===== config.mk =====
export PLATFORM = sky130hd
export DESIGN_NAME = lexicographic_subset_enumerator
export DESIGN_NICKNAME = d
export VERILOG_FILES = /design/src/rtl/core/lse_pkg.sv /design/src/rtl/core/lexicographic_subset_enumerator.sv
export SDC_FILE = /design/constraint.sdc
export NUM_CORES = 1
export LEC_CHECK = 0
export BUFFER_PORTS_ARGS = -buffer_cell sky130_fd_sc_hd__buf_2
export CORE_MARGIN = 2
export CORE_UTILIZATION = 40
export DETAILED_ROUTE_END_ITERATION = 10
export GPL_ROUTABILITY_DRIVEN = 0
export SYNTH_ARGS = -nofsm -noshare
export SYNTH_HDL_FRONTEND = slang
export SYNTH_SLANG_ARGS = --single-unit

===== constraint.sdc =====
create_clock -name clk -period 5.6 [get_ports clk]
set_input_delay 0 -clock clk [delete_from_list [all_inputs] [get_ports clk]]
set_output_delay 0 -clock clk [all_outputs]
set_load 0.03 [all_outputs]

===== src/rtl/core/lse_pkg.sv =====
`timescale 1ns / 1ps
// Package for the lexicographic subset enumerator: field widths, register
// indexes and default limits. No dependencies.
package lse_pkg;

    localparam int CNT_W       = 7;   // set_size, pick_count, member_count
    localparam int MASK_W      = 64;  // member_mask
    localparam int IN_DATA_W   = 8;   // restart, padded to a byte
    localparam int OUT_DATA_W  = 72;  // member_mask, member_count, padded
    localparam int OUT_USER_W  = 2;   // exhausted, bad_config
    localparam int CFG_IDX_W   = 1;

    localparam int DEF_MAX_SET  = 64;
    localparam int DEF_MAX_PICK = 64;

    localparam logic [CFG_IDX_W-1:0] REG_SET_SIZE   = 1'b0;
    localparam logic [CFG_IDX_W-1:0] REG_PICK_COUNT = 1'b1;

    localparam logic [CNT_W-1:0] SET_SIZE_RST   = 7'd8;
    localparam logic [CNT_W-1:0] PICK_COUNT_RST = 7'd3;

endpackage


===== src/rtl/core/lexicographic_subset_enumerator.sv =====
`timescale 1ns / 1ps
// Lexicographic k-combination generator, top level.
// Depends on lse_pkg.
//
// Each request transaction on the s_ side yields one result transaction on
// the m_ side. The current subset is held as a bit mask and is walked one
// bit per cycle by a single position pointer under a four-state sequencer.
// A restart (or the first request after reset or a register write) sweeps
// all MAX_SET mask bits. An advance scans down from bit n-1 past the top
// run of members to the next member b, then rewrites bits b..n-1. One
// request is in flight at a time; a finished result waits in the output
// register while the next request is taken.
module lexicographic_subset_enumerator
    import lse_pkg::*;
#(
    parameter int MAX_SET  = DEF_MAX_SET,
    parameter int MAX_PICK = DEF_MAX_PICK
)
(
    input  logic                  clk,
    input  logic                  rst_n,
    input  logic                  cfg_wr_en,
    input  logic [CFG_IDX_W-1:0]  cfg_index,
    input  logic [CNT_W-1:0]      cfg_data,
    input  logic                  s_tvalid,
    output logic                  s_tready,
    input  logic [IN_DATA_W-1:0]  s_tdata,   // [0] restart, [7:1] zero
    output logic                  m_tvalid,
    input  logic                  m_tready,
    output logic [OUT_DATA_W-1:0] m_tdata,   // [63:0] member_mask, [70:64] member_count
    output logic                  m_tlast,   // last_subset
    output logic [OUT_USER_W-1:0] m_tuser    // [0] exhausted, [1] bad_config
);

    localparam int PW = $clog2(MAX_SET);

    localparam logic [1:0] ST_IDLE = 2'd0;
    localparam logic [1:0] ST_SCAN = 2'd1;
    localparam logic [1:0] ST_FILL = 2'd2;
    localparam logic [1:0] ST_DONE = 2'd3;

    localparam logic [1:0] KIND_OK  = 2'd0;
    localparam logic [1:0] KIND_EXH = 2'd1;
    localparam logic [1:0] KIND_BAD = 2'd2;

    localparam logic [CNT_W-1:0] MAX_SET_C  = CNT_W'(MAX_SET);
    localparam logic [CNT_W-1:0] MAX_PICK_C = CNT_W'(MAX_PICK);

    logic [1:0]          state_reg, state_next;
    logic [CNT_W-1:0]    set_size_reg, pick_count_reg;
    logic                started_reg, finished_reg;
    logic [MAX_SET-1:0]  mask_reg;
    logic [PW-1:0]       ptr_reg;
    logic [PW-1:0]       end_reg;
    logic                run_reg;
    logic [CNT_W-1:0]    k_reg, lo_reg, hi_reg;
    logic                fin_reg;
    logic [1:0]          kind_reg;

    logic                m_valid_reg;
    logic [MASK_W-1:0]   out_mask_reg;
    logic [CNT_W-1:0]    out_count_reg;
    logic                out_last_reg;
    logic                out_exh_reg;
    logic                out_bad_reg;

    logic [CNT_W-1:0]    n_eff, r_eff, ptr_ext, fill_hi;
    logic [CNT_W:0]      top_sum;
    logic                bit_cur, fill_bit, in_acc, out_load, restart;

    assign n_eff    = (set_size_reg > MAX_SET_C) ? MAX_SET_C : set_size_reg;
    assign r_eff    = (pick_count_reg > MAX_PICK_C) ? MAX_PICK_C : pick_count_reg;
    assign ptr_ext  = CNT_W'(ptr_reg);
    assign bit_cur  = mask_reg[ptr_reg];
    assign fill_bit = (ptr_ext >= lo_reg) && (ptr_ext < hi_reg);
    assign fill_hi  = ptr_ext + k_reg + CNT_W'(2);
    assign top_sum  = {1'b0, ptr_ext} + {1'b0, k_reg} + (CNT_W+1)'(2);
    assign restart  = s_tdata[0];

    assign s_tready = (state_reg == ST_IDLE);
    assign in_acc   = s_tvalid && s_tready;
    assign out_load = (state_reg == ST_DONE) && (!m_valid_reg || m_tready);

    always_comb
    begin
        state_next = state_reg;
        unique case (state_reg)
            ST_IDLE:
            begin
                if (in_acc)
                begin
                    priority if (r_eff > n_eff)
                        state_next = ST_DONE;
                    else if (restart || !started_reg)
                        state_next = ST_FILL;
                    else if (finished_reg)
                        state_next = ST_DONE;
                    else
                        state_next = ST_SCAN;
                end
            end
            ST_SCAN:
            begin
                if (!run_reg && bit_cur)
                    state_next = ST_FILL;
            end
            ST_FILL:
            begin
                if (ptr_reg == end_reg)
                    state_next = ST_DONE;
            end
            ST_DONE:
            begin
                if (out_load)
                    state_next = ST_IDLE;
            end
            default: state_next = ST_IDLE;
        endcase
    end

    always_ff @(posedge clk or negedge rst_n)
    begin
        if (!rst_n)
        begin
            state_reg      <= ST_IDLE;
            set_size_reg   <= SET_SIZE_RST;
            pick_count_reg <= PICK_COUNT_RST;
            started_reg    <= 1'b0;
            finished_reg   <= 1'b0;
            ptr_reg        <= '0;
            end_reg        <= '0;
            run_reg        <= 1'b0;
            k_reg          <= '0;
            lo_reg         <= '0;
            hi_reg         <= '0;
            fin_reg        <= 1'b0;
            kind_reg       <= KIND_OK;
            m_valid_reg    <= 1'b0;
        end
        else
        begin
            state_reg <= state_next;

            if (cfg_wr_en)
            begin
                unique case (cfg_index)
                    REG_SET_SIZE:   set_size_reg   <= cfg_data;
                    REG_PICK_COUNT: pick_count_reg <= cfg_data;
                    default: ;
                endcase
                started_reg  <= 1'b0;
                finished_reg <= 1'b0;
            end

            unique case (state_reg)
                ST_IDLE:
                begin
                    if (in_acc)
                    begin
                        priority if (r_eff > n_eff)
                            kind_reg <= KIND_BAD;
                        else if (restart || !started_reg)
                        begin
                            kind_reg    <= KIND_OK;
                            started_reg <= 1'b1;
                            ptr_reg     <= '0;
                            end_reg     <= PW'(MAX_SET - 1);
                            lo_reg      <= '0;
                            hi_reg      <= r_eff;
                            fin_reg     <= (r_eff == n_eff) || (r_eff == '0);
                        end
                        else if (finished_reg)
                            kind_reg <= KIND_EXH;
                        else
                        begin
                            kind_reg <= KIND_OK;
                            ptr_reg  <= PW'(n_eff - CNT_W'(1));
                            end_reg  <= PW'(n_eff - CNT_W'(1));
                            run_reg  <= 1'b1;
                            k_reg    <= '0;
                        end
                    end
                end
                ST_SCAN:
                begin
                    if (run_reg)
                    begin
                        if (bit_cur)
                            k_reg <= k_reg + CNT_W'(1);
                        else
                            run_reg <= 1'b0;
                        ptr_reg <= ptr_reg - PW'(1);
                    end
                    else if (bit_cur)
                    begin
                        lo_reg  <= ptr_ext + CNT_W'(1);
                        hi_reg  <= fill_hi;
                        fin_reg <= (k_reg + CNT_W'(1) == r_eff) &&
                                   (top_sum == {1'b0, n_eff});
                    end
                    else
                        ptr_reg <= ptr_reg - PW'(1);
                end
                ST_FILL:
                begin
                    if (ptr_reg == end_reg)
                        finished_reg <= fin_reg;
                    else
                        ptr_reg <= ptr_reg + PW'(1);
                end
                ST_DONE: ;
                default: ;
            endcase

            if (out_load)
                m_valid_reg <= 1'b1;
            else if (m_tready)
                m_valid_reg <= 1'b0;
        end
    end

    always_ff @(posedge clk)
    begin
        if (state_reg == ST_FILL)
            mask_reg[ptr_reg] <= fill_bit;
    end

    always_ff @(posedge clk)
    begin
        if (out_load)
        begin
            if (kind_reg == KIND_OK)
            begin
                out_mask_reg  <= MASK_W'(mask_reg);
                out_count_reg <= r_eff;
                out_last_reg  <= finished_reg;
            end
            else
            begin
                out_mask_reg  <= '0;
                out_count_reg <= '0;
                out_last_reg  <= 1'b0;
            end
            out_exh_reg <= (kind_reg == KIND_EXH);
            out_bad_reg <= (kind_reg == KIND_BAD);
        end
    end

    assign m_tvalid = m_valid_reg;
    assign m_tdata  = {1'b0, out_count_reg, out_mask_reg};
    assign m_tlast  = out_last_reg;
    assign m_tuser  = {out_bad_reg, out_exh_reg};

    // subset results carry exactly member_count members
    a_count_matches: assert property (@(posedge clk) disable iff (!rst_n)
        m_tvalid && (m_tuser == '0) |->
            ($countones(m_tdata[MASK_W-1:0]) == int'(m_tdata[MASK_W+CNT_W-1:MASK_W])))
        else $error("member count does not match mask");

    // error replies carry no subset
    a_err_empty: assert property (@(posedge clk) disable iff (!rst_n)
        m_tvalid && (m_tuser != '0) |->
            (m_tdata[MASK_W-1:0] == '0) && !m_tlast)
        else $error("error reply with members or last flag");

    // the downward scan never leaves the ground set
    a_scan_range: assert property (@(posedge clk) disable iff (!rst_n)
        (state_reg == ST_SCAN) |-> (ptr_ext < n_eff))
        else $error("scan pointer outside ground set");

    // a result is produced only after the sequencer finishes
    a_load_done: assert property (@(posedge clk) disable iff (!rst_n)
        $rose(m_tvalid) |-> ($past(state_reg) == ST_DONE))
        else $error("result raised outside done state");

endmodule


==> summary.md <==
| Metric | Value |
|---|---|
| Status | `finished, final reports clean` |
| Initial antenna violation count | `0` |
| Worst path arrival time | `between 3 and 4 ns` |
| Reg clk slew, reported paths | `~0.08 ns` |
| Minimum clock period | `3.58 ns` |
| Total global routing overflow | `0` |
| Post-Route Skew | `0.0125 ns` |
| Worst slew margin | `between 30% and 40%` |
| Crit Path Category | `register to register` |
| Asr flop ratio synth | `between 20% and 30%` |
| Die X-Extent | `160 um` |
| Post-route DRC | `0` |
| Worst r2r path cells | `11` |
| Die Height | `between 150 and 200 um` |
| Setup violations, final | `0` |
| CTS tree | `yes` |
| Buffers on Ports | `89` |
| Mapped Nets | `just under 900` |
| Hold Worst Slack | `around 0.065 ns` |
| Pwr dens | `around 570 nW/um2` |
| Largest net degree at the start of global routing | `66` |
| Clock root buffer | `clkbuf_16` |
| CTS buffer count | `17` |
| Post-synthesis sequential area ratio | `57.0%` |
| Instance count of the mapped netlist | `830` |
| Clock latency at the later pin of the worst-skew pair | `between 0.4 and 0.5 ns` |
| Synth Area per Inst | `11.7 um2` |
| RR Startpoint | `pick_count_reg[6]` |
| Vias in the first global route | `around 6300` |
| Synth Cell Area | `between 9000 and 10000 um2` |
| Pin slew with the least headroom to its limit | `between 1 and 1.5 ns` |
| Net count, final | `991` |
| Share of layout cells above drive strength 1 | `roughly 18%` |
| DIE AREA | `25600 um2` |
| Yosys top cell area share | `between 40% and 50%` |
| Wire per inst | `around 17 um` |
| Cts repair resizes | `0` |
| Standard-cell rows | `between 50 and 60` |
| Final setup TNS | `0 ns` |
| Period utilization | `a little under two thirds` |
| Ranking of synthesized cells by area | `edfxtp_1 (43%), dfrtp_1 (14%), ha_1 (5.3%)` |
| Antenna cells | `0` |
| Reg-to-Reg End | `k_reg[0]` |
| Post-CTS Setup Bufs | `0` |
| Prevailing post-synth register cell | `edfxtp_1` |
| R2r setup slk | `a little over 2 ns` |
| EDFF count, synth | `138` |
| Util after Layout | `between 40% and 50%` |
| Synthesis-to-finish area growth | `15.5%` |
| CP endpoint kind | `register` |
| Most common cell after layout, fill and taps aside | `edfxtp_1` |
| Hold EP | `set_size_reg[1]` |
| Max Freq | `~280 MHz` |
| I/O pins | `roughly 100` |
| Initial drt markers | `460` |
| Hold_sp | `cfg_index` |
| Vias | `between 6000 and 7000` |
| YS warnings | `0` |
| Hold path cells | `3` |
| Reported max-cap violation count | `0` |
| Final Max Tran Viols | `0` |
| Yosys top cell by area | `edfxtp_1` |
| Worst setup SP type | `register` |
| Final count of hold timing violations | `0` |
| Most frequent cells in the layout | `edfxtp_1 (138), nor2_1 (117), buf_2 (89), and2_1 (66), dfrtp_1 (53)` |
| VDD IR max | `between 200 and 300 uV` |
| P_leak | `4.41 nW` |
| DR vias/cell | `around 5` |
| Starting Density | `between 40% and 50%` |
| Buffer depth of the longest clock path | `2` |
| Core area | `approximately 24000 um2` |
| Critical-path maximum fanout | `13` |
| First-pass GRT wire length | `about 34000 um` |
| TritonRoute pass-1 iters | `5` |
| WP data required | `between 5 and 6 ns` |
| Antenna Nets Post-Route | `0` |
| Tot GR Track Use | `17.2%` |
| RSZ-0062 raised after global routing | `false` |
| HP Class | `input pin to register` |
| Total clock sinks | `a little under 200` |
| Post-synth cell types | `approximately 70` |
| #FFs+latches synth | `between 150 and 200` |
| Total Wirelength | `21200 um` |
| Max H-tree Level | `4` |
| HPWL Detailed | `~14000 um` |
synthesized netlist by cell type, types with 4 or more instances:
cell type	number
edfxtp_1	138
buf_2	6
or3_1	4
and3_1	5
buf_6	4
xnor2_1	21
a21oi_1	38
o22ai_1	7
nor3_1	6
mux2_2	17
a31oi_1	4
and2_1	67
nor2_1	118
nand2b_1	20
nand3b_1	6
clkbuf_1	17
nand3_1	17
o21ai_0	19
buf_4	5
ha_1	41
nor4_1	4
mux2_1	5
inv_1	35
a22o_1	7
dfrtp_1	53
xor2_1	16
nor2b_1	8
mux2i_1	27
nand2_1	41
a21o_1	12
mux4_2	5
per-layer routing:
layer	global-route usage, %	wire length, um	vias up
met2	28.3	10200	181
li1	-	-	3125
met5	0	0	-
met1	23.2	9590	3080
met4	5.24	293	0
met3	3.19	1080	29
worst max-delay path by stage:
stage	startpoint	to	slack (ns)
after global placement	ptr_reg[0]	k_reg[0]	2.04
after detailed placement	pick_count_reg[6]	k_reg[0]	2.01
after floorplan	ptr_reg[0]	mask_reg[0]	0.49
after CTS	pick_count_reg[6]	k_reg[0]	1.98
final	pick_count_reg[6]	k_reg[0]	2.02
after global routing	pick_count_reg[6]	k_reg[0]	1.72
area by class of cell:
| cell class | count | area, um2 |
|---|---|---|
| fill | 2269 | 12900 |
| sequential | 194 | 5550 |
| multi-input combinational | 563 | 3860 |
| timing repair buffer | 113 | 668 |
| clock buffer | 18 | 429 |
| tap | 324 | 405 |
| clock inverter | 14 | 181 |
| inverter | 38 | 143 |
per-stage QoR:
step	cell area, um2	setup WS, ns	total power [mW]	instances
2_1_floorplan	9730	0.491	4.49	830
3_3_place_gp	10500	2.04	5.13	1215
3_5_place_dp	10500	2.01	5.17	1215
4_1_cts	11200	1.98	6.45	1264
5_1_grt	11200	1.72	6.81	1264
6_report	11200	2.02	6.40	1264
cell families (layout without fill, tap and decap cells):
family,after synthesis,after routing,synth area share (%)
other,1,1,0.0386
flip-flops,194,194,57.0
buffers and inverters,73,183,3.40
adder cells (fa/ha/maj),43,43,5.69
multiplexers,54,54,6.48
XOR/XNOR,37,37,3.33
AND/OR/NAND/NOR,312,312,16.2
AO/OA/AOI/OAI,116,116,7.86
power breakdown:
group | switching (mW) | internal [mW] | leakage, nW
clock | 0.615 | 0.647 | 0.299
sequential | 0.219 | 2.18 | 1.97
combinational | 1.79 | 0.951 | 2.14
total | 2.62 | 3.78 | 4.41
repair_timing:
action	CTS	global route
hold buffers	17	0
endpoints found under the hold margin	73	0
endpoints found under the setup margin	0	0
critical path, stage by stage (launching register included):
cell      delay, ns
dfrtp_1        0.59
nand2b_1       0.37
inv_1          0.09
ha_1           0.31
and4_1         0.19
a21boi_0       0.12
o21a_1         0.29
or2_2          0.38
nor3_2         0.37
o22ai_2        0.28
nor2_2         0.32
mux2_2         0.21
Note: power is estimated with default switching activity, not from simulation.
